==> src/rtl/iir_bandpass_fixed_order10_unit_defines.svh <==
// Assertion macros used by the filter top level.
`ifndef IIR_BANDPASS_FIXED_ORDER10_UNIT_DEFINES_SVH
`define IIR_BANDPASS_FIXED_ORDER10_UNIT_DEFINES_SVH
`ifndef SYNTHESIS
`define IIRBP_ASSERT(lbl, clk, rst_n, prop) \
    lbl: assert property (@(posedge clk) disable iff (!rst_n) prop) \
        else $error("iirbp: assertion failed");
`define IIRBP_ASSERT_RST(lbl, clk, prop) \
    lbl: assert property (@(posedge clk) prop) \
        else $error("iirbp: reset assertion failed");
`else
`define IIRBP_ASSERT(lbl, clk, rst_n, prop)
`define IIRBP_ASSERT_RST(lbl, clk, prop)
`endif
`endif

==> src/rtl/iirbp_pkg.sv <==
`default_nettype none

package iirbp_pkg;

    localparam int ORDER    = 10;
    localparam int SMP_W    = 32;
    localparam int COEF_W   = 24;
    localparam int PROD_W   = SMP_W + COEF_W;
    localparam int ACC_W    = 64;
    localparam int DIV_W    = 24;
    localparam int QUOT_W   = SMP_W - 1;
    localparam int STEP_W   = $clog2(2 * ORDER + 1);
    localparam int TAP_W    = $clog2(ORDER + 1);

    localparam logic [DIV_W-1:0] DIVISOR = 24'd9558160;

    // The divisor is sixteen times an odd base. The quotient is estimated from
    // the top bits of the magnitude with a 32-bit reciprocal of the base, which
    // lands at most two below the true quotient; the remainder fixes it up.
    localparam int PRE_SHIFT = 4;
    localparam int EST_SHIFT = 23;
    localparam int BASE_W    = 20;
    localparam int NUM_W     = 52;
    localparam int REM_W     = 22;

    localparam logic [BASE_W-1:0] DIV_BASE  = BASE_W'(DIVISOR >> PRE_SHIFT);
    localparam logic [SMP_W-1:0]  DIV_RECIP =
        SMP_W'((64'd1 << (EST_SHIFT - PRE_SHIFT + SMP_W)) / 64'(DIV_BASE));
    localparam logic [REM_W-1:0]  REM_ONE   = REM_W'(DIV_BASE);
    localparam logic [REM_W-1:0]  REM_TWO   = REM_W'({DIV_BASE, 1'b0});

    localparam logic signed [SMP_W-1:0] SMP_MAX = 32'sh7fffffff;
    localparam logic signed [SMP_W-1:0] SMP_MIN = 32'sh80000000;

    localparam logic signed [COEF_W-1:0] FF_COEF [ORDER+1] = '{
        24'sd597385, 24'sd0, -24'sd2986929, 24'sd0, 24'sd5973856, 24'sd0,
        -24'sd5973857, 24'sd0, 24'sd2986928, 24'sd0, -24'sd597386
    };

    localparam logic signed [COEF_W-1:0] FB_COEF [ORDER+1] = '{
        24'sd1048576, -24'sd959659, -24'sd3650400, 24'sd2700937, 24'sd5580616,
        -24'sd3022504, -24'sd4541085, 24'sd1561834, 24'sd1933496,
        -24'sd311478, -24'sd340338
    };

    typedef struct packed {
        logic signed [SMP_W-1:0] sample;
        logic                    first_of_block;
        logic                    last_of_block;
    } iirbp_in_t;

    typedef struct packed {
        logic signed [SMP_W-1:0] filtered;
        logic                    last_out;
    } iirbp_out_t;

    typedef struct packed {
        logic signed [SMP_W-1:0] sample;
        logic signed [SMP_W-1:0] result;
    } hist_t;

    typedef enum logic [1:0] {
        CELL_HOLD,
        CELL_CLEAR,
        CELL_ROTATE,
        CELL_PUSH
    } cell_op_t;

    // Step 0 weights the new sample, steps 1 to ORDER the input history and
    // the remaining steps the output history with the feedback sign folded in.
    function automatic logic signed [COEF_W-1:0] coef_for_step(input logic [STEP_W-1:0] step);
        logic signed [COEF_W-1:0] c;
        if (step <= STEP_W'(ORDER)) begin
            c = FF_COEF[step[TAP_W-1:0]];
        end else if (step <= STEP_W'(2 * ORDER)) begin
            c = -FB_COEF[TAP_W'(step - STEP_W'(ORDER))];
        end else begin
            c = '0;
        end
        return c;
    endfunction

endpackage

`default_nettype wire

==> src/rtl/iirbp_cell.sv <==
`default_nettype none

module iirbp_cell
    import iirbp_pkg::*;
(
    input  wire           aclk,
    input  wire           aresetn,
    input  wire cell_op_t op,
    input  wire hist_t    from_prev,
    input  wire hist_t    from_next,
    output hist_t         tap
);

    hist_t hist_reg;
    hist_t hist_next;

    always_comb begin
        case (op)
            CELL_CLEAR:  hist_next = '0;
            CELL_ROTATE: hist_next = from_next;
            CELL_PUSH:   hist_next = from_prev;
            default:     hist_next = hist_reg;
        endcase
    end

    always_ff @(posedge aclk) begin
        if (!aresetn) begin
            hist_reg <= '0;
        end else begin
            hist_reg <= hist_next;
        end
    end

    assign tap = hist_reg;

endmodule

`default_nettype wire

==> config.mk <==
export PLATFORM = sky130hd
export DESIGN_NAME = iirbp_cell
export DESIGN_NICKNAME = d
export VERILOG_FILES = /design/src/rtl/iir_bandpass_fixed_order10_unit_defines.svh /design/src/rtl/iirbp_pkg.sv /design/src/rtl/iirbp_cell.sv
export SDC_FILE = /design/constraint.sdc
export NUM_CORES = 1
export LEC_CHECK = 0
export BUFFER_PORTS_ARGS = -buffer_cell sky130_fd_sc_hd__buf_2
export CAP_MARGIN = 20
export CORE_ASPECT_RATIO = 2
export CORE_MARGIN = 3
export CORE_UTILIZATION = 37
export CTS_CLUSTER_SIZE = 20
export DETAILED_ROUTE_END_ITERATION = 7
export GPL_TIMING_DRIVEN = 1
export PLACE_DENSITY = 0.8
export SLEW_MARGIN = 20
export SYNTH_ARGS = -nofsm -noshare
export SYNTH_HDL_FRONTEND = slang
export SYNTH_SLANG_ARGS = --single-unit
==> constraint.sdc <==
create_clock -name aclk -period 1 [get_ports aclk]
set_input_delay 0.25 -clock aclk [delete_from_list [all_inputs] [get_ports aclk]]
set_output_delay 0.25 -clock aclk [all_outputs]
set_load 0.01 [all_outputs]
==> results.txt <==
----------------------------------------------------
[Status]
  Result of the run ... complete, but fails checks
  Violated checks ... setup timing

[Worst setup path]
  CP max-delay cell ... sky130_fd_sc_hd__dfxtp_2
  Required time at the worst-slack endpoint ... 750 ps
  Peak per-stage delay on the critical path ... 350 ps
  Maximum fanout count along the critical path ... 2
  R2r startpoint ... tap[35]$_SDFFE_PN0P_
  Number of cells on the worst reg-to-reg path ... 3
  CP startpoint kind ... flop
  Cell class contributing the biggest share of worst-path delay ... flip-flops
  Crit path cell chain ... buf_6
  Reg2reg end ... tap[35]$_SDFFE_PN0P_
  Type of the worst setup path ... flop to output pin
  Crit path buf inv count ... 1
  Nature of the critical path endpoint ... output pin
  Flop-to-flop setup slack ... 310 ps
  Worst path arrival time ... 770 ps

[Die]
  Core region area ... 0.00732 mm^2
  Total Die Area ... 0.00869 mm^2
  Top-level port count ... 196
  Num rows ... 44
  Vertical die dimension ... 129 um
  Effective utilization at floorplan ... 38.2%
  Die X ... 67.4 um

[Cells and area]
  Post-route core utilization ... 63.7%
  Fraction of final layout cells with drive strength greater than 1 ... 60.4%
  Max reg flops ... 64
  Number of nets in the final layout ... 612
  Most common library cell in the layout ignoring fill and taps ... sky130_fd_sc_hd__buf_2
  Non-Filler Instances ... 577
  Layout overhead on the synthesized area ... 66.8%
  Count of inserted antenna diode cells ... 0

[Logic synthesis]
  Mapped Cells ... 285
  Post-synthesis sequential area ratio ... 45.9%
  Number of distinct library cells after synthesis ... 11
  Total nets after synthesis ... 417
  Number of warnings reported in the yosys synthesis log ... 0
  Avg Cell Area, Syn ... 9.80 um^2
  Number of register bits inferred by synthesis ... 64
  Post-synthesis cell area ... 0.00279 mm^2

[Drt]
  Number of detailed-routing iterations run before antenna repair ... 4
  Remaining antenna violation count ... 0
  Routed via count divided by cell count ... 5.08
  Violation count after the first detailed-route iteration ... 108
  Routed length per placed instance ... 15.7 um
  Residual DRC count ... 0
  Number of vias in the routed layout ... 2934
  Total wire length ... 9.06 mm

[Pwr]
  Ratio of total power to cell area ... 1620 mW/mm^2
  Total power ... 7.53 mW
  Peak supply drop ... 1370 uV
  Leakage dissipation ... 2.23 nW

[Global routing]
  Initial antenna violation count ... 1
  Highest-utilization routing layer at the global route stage ... met2
  GR Util met2 ... 37.9%
  Number of global-route vias before repair ... 3066
  First-pass GRT wire length ... 13.5 mm
  Met3 usage ... 5.15%
  Aggregate global-route resource usage ... 20.3%
  Global routing usage on met1 ... 19.9%
  Total gr overflow ... 0
  Largest net degree at the start of global routing ... 48

[Run]
  Max Cap Violations ... 0

[Timing]
  Final period util ... 102%
  Peak Freq ... 983 MHz
  Final-report setup violation count ... 54
  Max-slew violation count ... 0
  Final period demand of the worst path ... 1020 ps
  Relative slew slack ... 81.4%
  RSZ-0062 raised after global routing ... true
  Clock tree skew after final layout ... 0 ps
  Transition time at the pin with the least slew margin ... 279 ps
  Final hold violations ... 0
  Slack of the critical path ... -17.6 ps
  Sum Neg Setup Slack ... -232 ps

[Clocking]
  Clock tree root buffer cell ... sky130_fd_sc_hd__clkbuf_16
  Clock-pin transition on the worst setup and hold timing paths ... 50 ps
  H-tree depth ... 3
  CTS sink count ... 64
  Worst-skew pair later-pin latency ... 320 ps
  Clock tree from TritonCTS ... yes
  Quantity of hold-fixing buffers added after cts ... 0
  Deepest clock path buffer count ... 2
  CTS Buf Count ... 9

[Min path]
  Worst Hold Path EP ... tap[56]$_SDFFE_PN0P_
  Hold Crit Start ... from_next[56]
  Cell depth of the worst min-delay path ... 3
  Worst hold path class ... primary input to flop

[Placed design]
  Count of input and output buffers ... 195
  Post-detailed-placement half-perimeter wirelength ... 6.21 mm
  Placer congestion estimate ... 0.770
  Number of placed instances, taps included ... 555

----------------------------------------------------
==> synth_stat cells <==
library cell | count | area [um^2]
sky130_fd_sc_hd__dfxtp_1 | 64 | 1280
sky130_fd_sc_hd__mux2i_1 | 64 | 641
sky130_fd_sc_hd__nand2_1 | 64 | 240
sky130_fd_sc_hd__o22ai_1 | 64 | 400
sky130_fd_sc_hd__buf_2 | 7 | 35.0
sky130_fd_sc_hd__buf_1 | 6 | 22.5
sky130_fd_sc_hd__buf_8 | 6 | 90.1
sky130_fd_sc_hd__buf_4 | 5 | 37.5
sky130_fd_sc_hd__buf_6 | 3 | 33.8
sky130_fd_sc_hd__nand2_2 | 1 | 6.26
sky130_fd_sc_hd__or2_1 | 1 | 6.26
==> final cells by class <==
cell class	instances	area [um^2]
well taps	92	115
clock inverters	4	75.1
clock buffers	12	267
multi-input cells	194	1290
flip-flops and latches	64	1360
repair buffers	211	1550
fillers	578	2660
==> kinds of logic (layout without fill, tap and decap cells) <==
group	count (synthesis)	in the layout	share of synthesized area [%]
buffers and inverters	27	227	7.84
multiplexers	64	64	22.9
flip-flops	64	64	45.9
AO/OA/AOI/OAI	64	64	14.3
AND/OR/NAND/NOR	66	66	9.05
==> per-layer routing <==
metal / up-vias / wire (um)
met3: 25 / 538
li1: 1421 / -
met1: 1364 / 3160
met2: 122 / 5100
met5: - / 7
met4: 2 / 250
==> through the flow <==
stage                     setup WS (ps)  hold slack (ps)  cell area [um^2]
final                             -17.6              199              4660
after global routing              -39.1              212              4660
after CTS                         -28.1              195              4620
after detailed placement           -156              458              3790
after global placement             -127              454              3790
after floorplan                    59.4              420              2790
==> what timing repair did <==
| action | CTS | global route |
|---|---|---|
| gates cloned | 0 | 0 |
| buffers inserted | 1 | 5 |
| setup endpoints to repair | 64 | 64 |
| gates resized for setup | 128 | 0 |
==> power breakdown <==
group / total, mW / internal, mW / switching, mW / leakage, nW
Sequential: 2.84 / 2.73 / 0.105 / 0.551
Clock: 3.45 / 2.38 / 1.07 / 0.161
Combinational: 1.24 / 0.709 / 0.533 / 1.52
==> worst max path at each step <==
| stage | startpoint | endpoint | depth (start not counted) |
|---|---|---|---|
| floorplan | op[0] | tap[47]$_SDFFE_PN0P_ | 4 |
| global placement | op[0] | tap[62]$_SDFFE_PN0P_ | 4 |
| detailed placement | op[0] | tap[42]$_SDFFE_PN0P_ | 4 |
| CTS | tap[46]$_SDFFE_PN0P_ | tap[46] | 1 |
| global route | tap[41]$_SDFFE_PN0P_ | tap[41] | 1 |
| finish | tap[36]$_SDFFE_PN0P_ | tap[36] | 1 |
Power figures use the tool's default switching activity.
