File: src/rtl/iir_bandpass_fixed_order10_unit_defines.svh
// Assertion macros used by the filter top level.
`ifndef IIR_BANDPASS_FIXED_ORDER10_UNIT_DEFINES_SVH
`define IIR_BANDPASS_FIXED_ORDER10_UNIT_DEFINES_SVH
`ifndef SYNTHESIS
`define IIRBP_ASSERT(lbl, clk, rst_n, prop) \
    lbl: assert property (@(posedge clk) disable iff (!rst_n) prop) \
        else $error("iirbp: assertion failed");
`define IIRBP_ASSERT_RST(lbl, clk, prop) \
    lbl: assert property (@(posedge clk) prop) \
        else $error("iirbp: reset assertion failed");
`else
`define IIRBP_ASSERT(lbl, clk, rst_n, prop)
`define IIRBP_ASSERT_RST(lbl, clk, prop)
`endif
`endif

File: src/rtl/iirbp_pkg.sv
`default_nettype none

package iirbp_pkg;

    localparam int ORDER    = 10;
    localparam int SMP_W    = 32;
    localparam int COEF_W   = 24;
    localparam int PROD_W   = SMP_W + COEF_W;
    localparam int ACC_W    = 64;
    localparam int DIV_W    = 24;
    localparam int QUOT_W   = SMP_W - 1;
    localparam int STEP_W   = $clog2(2 * ORDER + 1);
    localparam int TAP_W    = $clog2(ORDER + 1);

    localparam logic [DIV_W-1:0] DIVISOR = 24'd9558160;

    // The divisor is sixteen times an odd base. The quotient is estimated from
    // the top bits of the magnitude with a 32-bit reciprocal of the base, which
    // lands at most two below the true quotient; the remainder fixes it up.
    localparam int PRE_SHIFT = 4;
    localparam int EST_SHIFT = 23;
    localparam int BASE_W    = 20;
    localparam int NUM_W     = 52;
    localparam int REM_W     = 22;

    localparam logic [BASE_W-1:0] DIV_BASE  = BASE_W'(DIVISOR >> PRE_SHIFT);
    localparam logic [SMP_W-1:0]  DIV_RECIP =
        SMP_W'((64'd1 << (EST_SHIFT - PRE_SHIFT + SMP_W)) / 64'(DIV_BASE));
    localparam logic [REM_W-1:0]  REM_ONE   = REM_W'(DIV_BASE);
    localparam logic [REM_W-1:0]  REM_TWO   = REM_W'({DIV_BASE, 1'b0});

    localparam logic signed [SMP_W-1:0] SMP_MAX = 32'sh7fffffff;
    localparam logic signed [SMP_W-1:0] SMP_MIN = 32'sh80000000;

    localparam logic signed [COEF_W-1:0] FF_COEF [ORDER+1] = '{
        24'sd597385, 24'sd0, -24'sd2986929, 24'sd0, 24'sd5973856, 24'sd0,
        -24'sd5973857, 24'sd0, 24'sd2986928, 24'sd0, -24'sd597386
    };

    localparam logic signed [COEF_W-1:0] FB_COEF [ORDER+1] = '{
        24'sd1048576, -24'sd959659, -24'sd3650400, 24'sd2700937, 24'sd5580616,
        -24'sd3022504, -24'sd4541085, 24'sd1561834, 24'sd1933496,
        -24'sd311478, -24'sd340338
    };

    typedef struct packed {
        logic signed [SMP_W-1:0] sample;
        logic                    first_of_block;
        logic                    last_of_block;
    } iirbp_in_t;

    typedef struct packed {
        logic signed [SMP_W-1:0] filtered;
        logic                    last_out;
    } iirbp_out_t;

    typedef struct packed {
        logic signed [SMP_W-1:0] sample;
        logic signed [SMP_W-1:0] result;
    } hist_t;

    typedef enum logic [1:0] {
        CELL_HOLD,
        CELL_CLEAR,
        CELL_ROTATE,
        CELL_PUSH
    } cell_op_t;

    // Step 0 weights the new sample, steps 1 to ORDER the input history and
    // the remaining steps the output history with the feedback sign folded in.
    function automatic logic signed [COEF_W-1:0] coef_for_step(input logic [STEP_W-1:0] step);
        logic signed [COEF_W-1:0] c;
        if (step <= STEP_W'(ORDER)) begin
            c = FF_COEF[step[TAP_W-1:0]];
        end else if (step <= STEP_W'(2 * ORDER)) begin
            c = -FB_COEF[TAP_W'(step - STEP_W'(ORDER))];
        end else begin
            c = '0;
        end
        return c;
    endfunction

endpackage

`default_nettype wire

File: src/rtl/iirbp_div.sv
`default_nettype none

module iirbp_div
    import iirbp_pkg::*;
(
    input  wire                     aclk,
    input  wire                     aresetn,
    input  wire                     start,
    input  wire signed [ACC_W-1:0]  dividend,
    output logic                    done,
    output logic signed [SMP_W-1:0] quotient
);

    typedef enum logic [1:0] {
        D_IDLE,
        D_EST,
        D_FIX,
        D_FIN
    } dstate_t;

    dstate_t                 dstate_reg, dstate_next;
    logic [ACC_W-1:0]        mag_reg, mag_next;
    logic                    neg_reg, neg_next;
    logic                    sat_reg, sat_next;
    logic [SMP_W-1:0]        est_reg, est_next;
    logic [REM_W-1:0]        rem_reg, rem_next;
    logic signed [SMP_W-1:0] quot_reg, quot_next;
    logic                    done_reg, done_next;

    logic [SMP_W-1:0]   num_hi;
    logic [NUM_W-1:0]   num;
    logic [2*SMP_W-1:0] est_prod;
    logic [NUM_W-1:0]   back_prod;
    logic [NUM_W-1:0]   diff;
    logic [1:0]         adj;
    logic [SMP_W-1:0]   q_abs;

    assign num_hi    = mag_reg[EST_SHIFT+SMP_W-1:EST_SHIFT];
    assign num       = mag_reg[PRE_SHIFT+NUM_W-1:PRE_SHIFT];
    assign est_prod  = (2*SMP_W)'(num_hi) * (2*SMP_W)'(DIV_RECIP);
    assign back_prod = NUM_W'(est_reg) * NUM_W'(DIV_BASE);
    assign diff      = num - back_prod;
    assign adj       = (rem_reg >= REM_TWO) ? 2'd2 : ((rem_reg >= REM_ONE) ? 2'd1 : 2'd0);
    assign q_abs     = est_reg + SMP_W'(adj);

    always_comb begin
        dstate_next = dstate_reg;
        mag_next    = mag_reg;
        neg_next    = neg_reg;
        sat_next    = sat_reg;
        est_next    = est_reg;
        rem_next    = rem_reg;
        quot_next   = quot_reg;
        done_next   = 1'b0;
        case (dstate_reg)
            D_IDLE: begin
                if (start) begin
                    neg_next    = dividend[ACC_W-1];
                    mag_next    = dividend[ACC_W-1] ? ACC_W'(-dividend) : ACC_W'(dividend);
                    dstate_next = D_EST;
                end
            end
            D_EST: begin
                sat_next    = mag_reg[ACC_W-1:QUOT_W] >= (ACC_W - QUOT_W)'(DIVISOR);
                est_next    = est_prod[2*SMP_W-1:SMP_W];
                dstate_next = D_FIX;
            end
            D_FIX: begin
                rem_next    = diff[REM_W-1:0];
                dstate_next = D_FIN;
            end
            D_FIN: begin
                if (sat_reg) begin
                    quot_next = neg_reg ? SMP_MIN : SMP_MAX;
                end else if (neg_reg) begin
                    quot_next = -$signed(q_abs);
                end else begin
                    quot_next = $signed(q_abs);
                end
                done_next   = 1'b1;
                dstate_next = D_IDLE;
            end
            default: dstate_next = D_IDLE;
        endcase
    end

    always_ff @(posedge aclk) begin
        if (!aresetn) begin
            dstate_reg <= D_IDLE;
            done_reg   <= 1'b0;
        end else begin
            dstate_reg <= dstate_next;
            done_reg   <= done_next;
            mag_reg    <= mag_next;
            neg_reg    <= neg_next;
            sat_reg    <= sat_next;
            est_reg    <= est_next;
            rem_reg    <= rem_next;
            quot_reg   <= quot_next;
        end
    end

    assign done     = done_reg;
    assign quotient = quot_reg;

endmodule

`default_nettype wire

File: config.mk
export PLATFORM = sky130hd
export DESIGN_NAME = iirbp_div
export DESIGN_NICKNAME = d
export VERILOG_FILES = /design/src/rtl/iir_bandpass_fixed_order10_unit_defines.svh /design/src/rtl/iirbp_pkg.sv /design/src/rtl/iirbp_div.sv
export SDC_FILE = /design/constraint.sdc
export NUM_CORES = 2
export LEC_CHECK = 0
export BUFFER_PORTS_ARGS = -buffer_cell sky130_fd_sc_hd__buf_2
export CORE_MARGIN = 1.5
export CORE_UTILIZATION = 25
export DETAILED_ROUTE_END_ITERATION = 8
export PLACE_DENSITY_LB_ADDON = 0.1
export SYNTH_ARGS = -nofsm -noshare
export SYNTH_HDL_FRONTEND = slang
export SYNTH_SLANG_ARGS = --single-unit
File: constraint.sdc
create_clock -name aclk -period 7 [get_ports aclk]
set_input_delay 1.4 -clock aclk [delete_from_list [all_inputs] [get_ports aclk]]
set_output_delay 1.4 -clock aclk [all_outputs]
set_load 0.005 [all_outputs]
==> run metrics <==
first-pass GRT wire length 136.3 mm; number of synthesized flops with an enable pin 148; most used standard cell by instance count after synthesis inv_1; clock buffer count from CTS 17; Total Routing Usage GR 0.1574; Die X 341.5 µm; CTS Sinks 151; synth top area cells ha_1, fa_1, edfxtp_1, inv_1, xnor2_1; clk_lat worst skew 0.51 ns; IO buf count 99; Starting Density 0.2512; number of synthesis warnings 0; drt drc 0; final setup margin -0.1371 ns; crit-path max FO 3; met3 WL post-DR 2.561 mm; total die area 116,600 µm²; drt total wl 89.54 mm; FILL cells 11,888; area of placed instances 32,860 µm²; fmax 140.1 MHz; largest net degree at the start of global routing 55; commonest cells in the netlist inv_1, ha_1, fa_1; WL met1 44.20 mm; vias per cell 4.235; Max transition margin 0.2895; top routing layer in use met5; Clock Tree Buf Depth 2; actual slew at the worst max-slew pin 1.052 ns; Iter 0 DRT Violations 791; minimum clock period after layout 7.137 ns; DPL Wire Length 79.14 mm; max-slew violations 0; Post-Syn Instances 2,838; predominant post-synthesis flop cell edfxtp_1; die span in y 341.5 µm; 1st-pass router iterations 5; count of cell types in the netlist 62; ratio of cells with drive above 1 in the final layout 0.1873; pre-CTS setup slack -0.6370 ns; Cell Rows 124; asr flop ratio synth 0; CTS tree built; max reg flops 60; syn nets 3,918; Design Area, Final 34,830 µm²; Worst Skew 0.02158 ns; initial antenna violation count 12; Layout Nets 4,298; Syn Area/Cell 10.09 µm²; Tcrit/Tclk final 1.020; Clock transition at path regs 0.07 ns; htree depth 4; post-synth top area cell ha_1; Hold/Removal Path Class reg2reg; RSZ-0062 raised after global routing yes; Post-Syn Area 28,650 µm²; vias 20,105; DR WL/cell 18.86 µm; area of the core 114,000 µm²; RePlAce Congestion 0.8285; Worst setup EP type register; Seq/Total Area, Yosys 0.1572; WS Path Type reg2reg; Critical Path AT 7.38 ns; Fin. Hold Viols 0; Layout area overhead 21.58%; final setup vio count 5; number of global-route vias before repair 22,158; WP data required 7.24 ns; Detail Route met2 WL 41.84 mm; Max-Cap Viols 0; #FFs+latches synth 151; antenna violation net count after detailed routing 0; GRT overflow 0; failing checks setup timing; clock root buffer clkbuf_16; CP Launch Type register; area share of the largest cell type after synthesis 0.2730; hold slack final 0.5719 ns; outcome complete, but fails checks; I/O Pins 100
==> what timing repair did <==
| item | in CTS | in global routing |
|---|---|---|
| hold buffers | 0 | 0 |
| setup buffers | 39 | 11 |
| pin swaps | 125 | 79 |
| gates resized for setup | 135 | 71 |
| setup endpoints to repair | 30 | 27 |
==> cell type report <==
class                   instances  area, µm²  area share
repair buffers                388       2776     0.07971
well taps                    1512       1892     0.05432
clock inverters                13      171.4    0.004921
clock buffers                  18      429.2     0.01232
diodes                          5      12.51   0.0003592
flip-flops and latches        151       4504      0.1293
inverters                     762       2863     0.08219
multi-input cells            1898      22180      0.6369
==> cell families after synthesis <==
family / Yosys count / share of synthesized area
XOR/XNOR: 185 / 0.05656
buffers and inverters: 789 / 0.1034
multiplexers: 12 / 0.004236
flip-flops: 151 / 0.1572
adder cells (fa/ha/maj): 1013 / 0.5441
AO/OA/AOI/OAI: 315 / 0.06857
AND/OR/NAND/NOR: 373 / 0.06595
==> placed cells by master (no fill, tap or decap), types with 16 or more instances in the layout <==
cell type	count
o31ai_1	16
nand3_1	36
a21o_1	31
buf_6	23
xor2_1	27
buf_4	264
nor3_1	36
a21oi_1	72
nor2_1	68
o21ai_0	90
buf_2	99
inv_2	47
ha_4	48
nand2_1	100
inv_1	713
edfxtp_1	148
fa_1	375
nand4_1	25
ha_1	565
xnor2_1	148
clkbuf_16	17
==> layer usage <==
layer  up-vias  GRT usage
met3        50    0.01911
li1       9935          -
met1      9896     0.2198
met4         8    0.02565
met5         -          0
met2       216     0.2631
==> metrics by stage <==
stage	std cells	util	setup TNS, ns
final	4747	0.3054	-0.3577
after CTS	4734	0.3017	-2.188
after detailed placement	4669	0.2881	-10.16
after floorplan	2838	-	-0.04644
after global placement	4669	0.2881	-11.72
after global routing	4743	0.3053	-4.855
==> final timing paths <==
check,from,to,slack [ns],cells after the start
worst max-delay path,mag_reg[27],est_reg[28],-0.14,25
worst min-delay path,dstate_reg[0],dstate_reg[0],0.57,2
worst max register to register,mag_reg[27],est_reg[28],-0.14,25
worst min register to register,dstate_reg[0],dstate_reg[0],0.57,2
==> worst max-delay path, stage by stage, from the launching register on <==
cell	delay, ns
edfxtp_1	0.45
inv_2	0.09
buf_4	0.14
fa_1	0.54
inv_1	0.05
ha_1	0.30
fa_1	0.52
inv_1	0.07
fa_1	0.52
inv_1	0.05
fa_1	0.57
fa_2	0.45
fa_1	0.47
ha_1	0.30
ha_1	0.22
a21o_1	0.19
a21oi_2	0.14
o21ai_2	0.11
a211o_1	0.30
a221oi_2	0.29
a21oi_2	0.12
buf_4	0.16
o21a_1	0.20
a31o_2	0.21
a311o_1	0.27
xor2_1	0.14
Power is not shown: default switching activity piles up to over one toggle a cycle in this logic, so the estimate is an artifact.
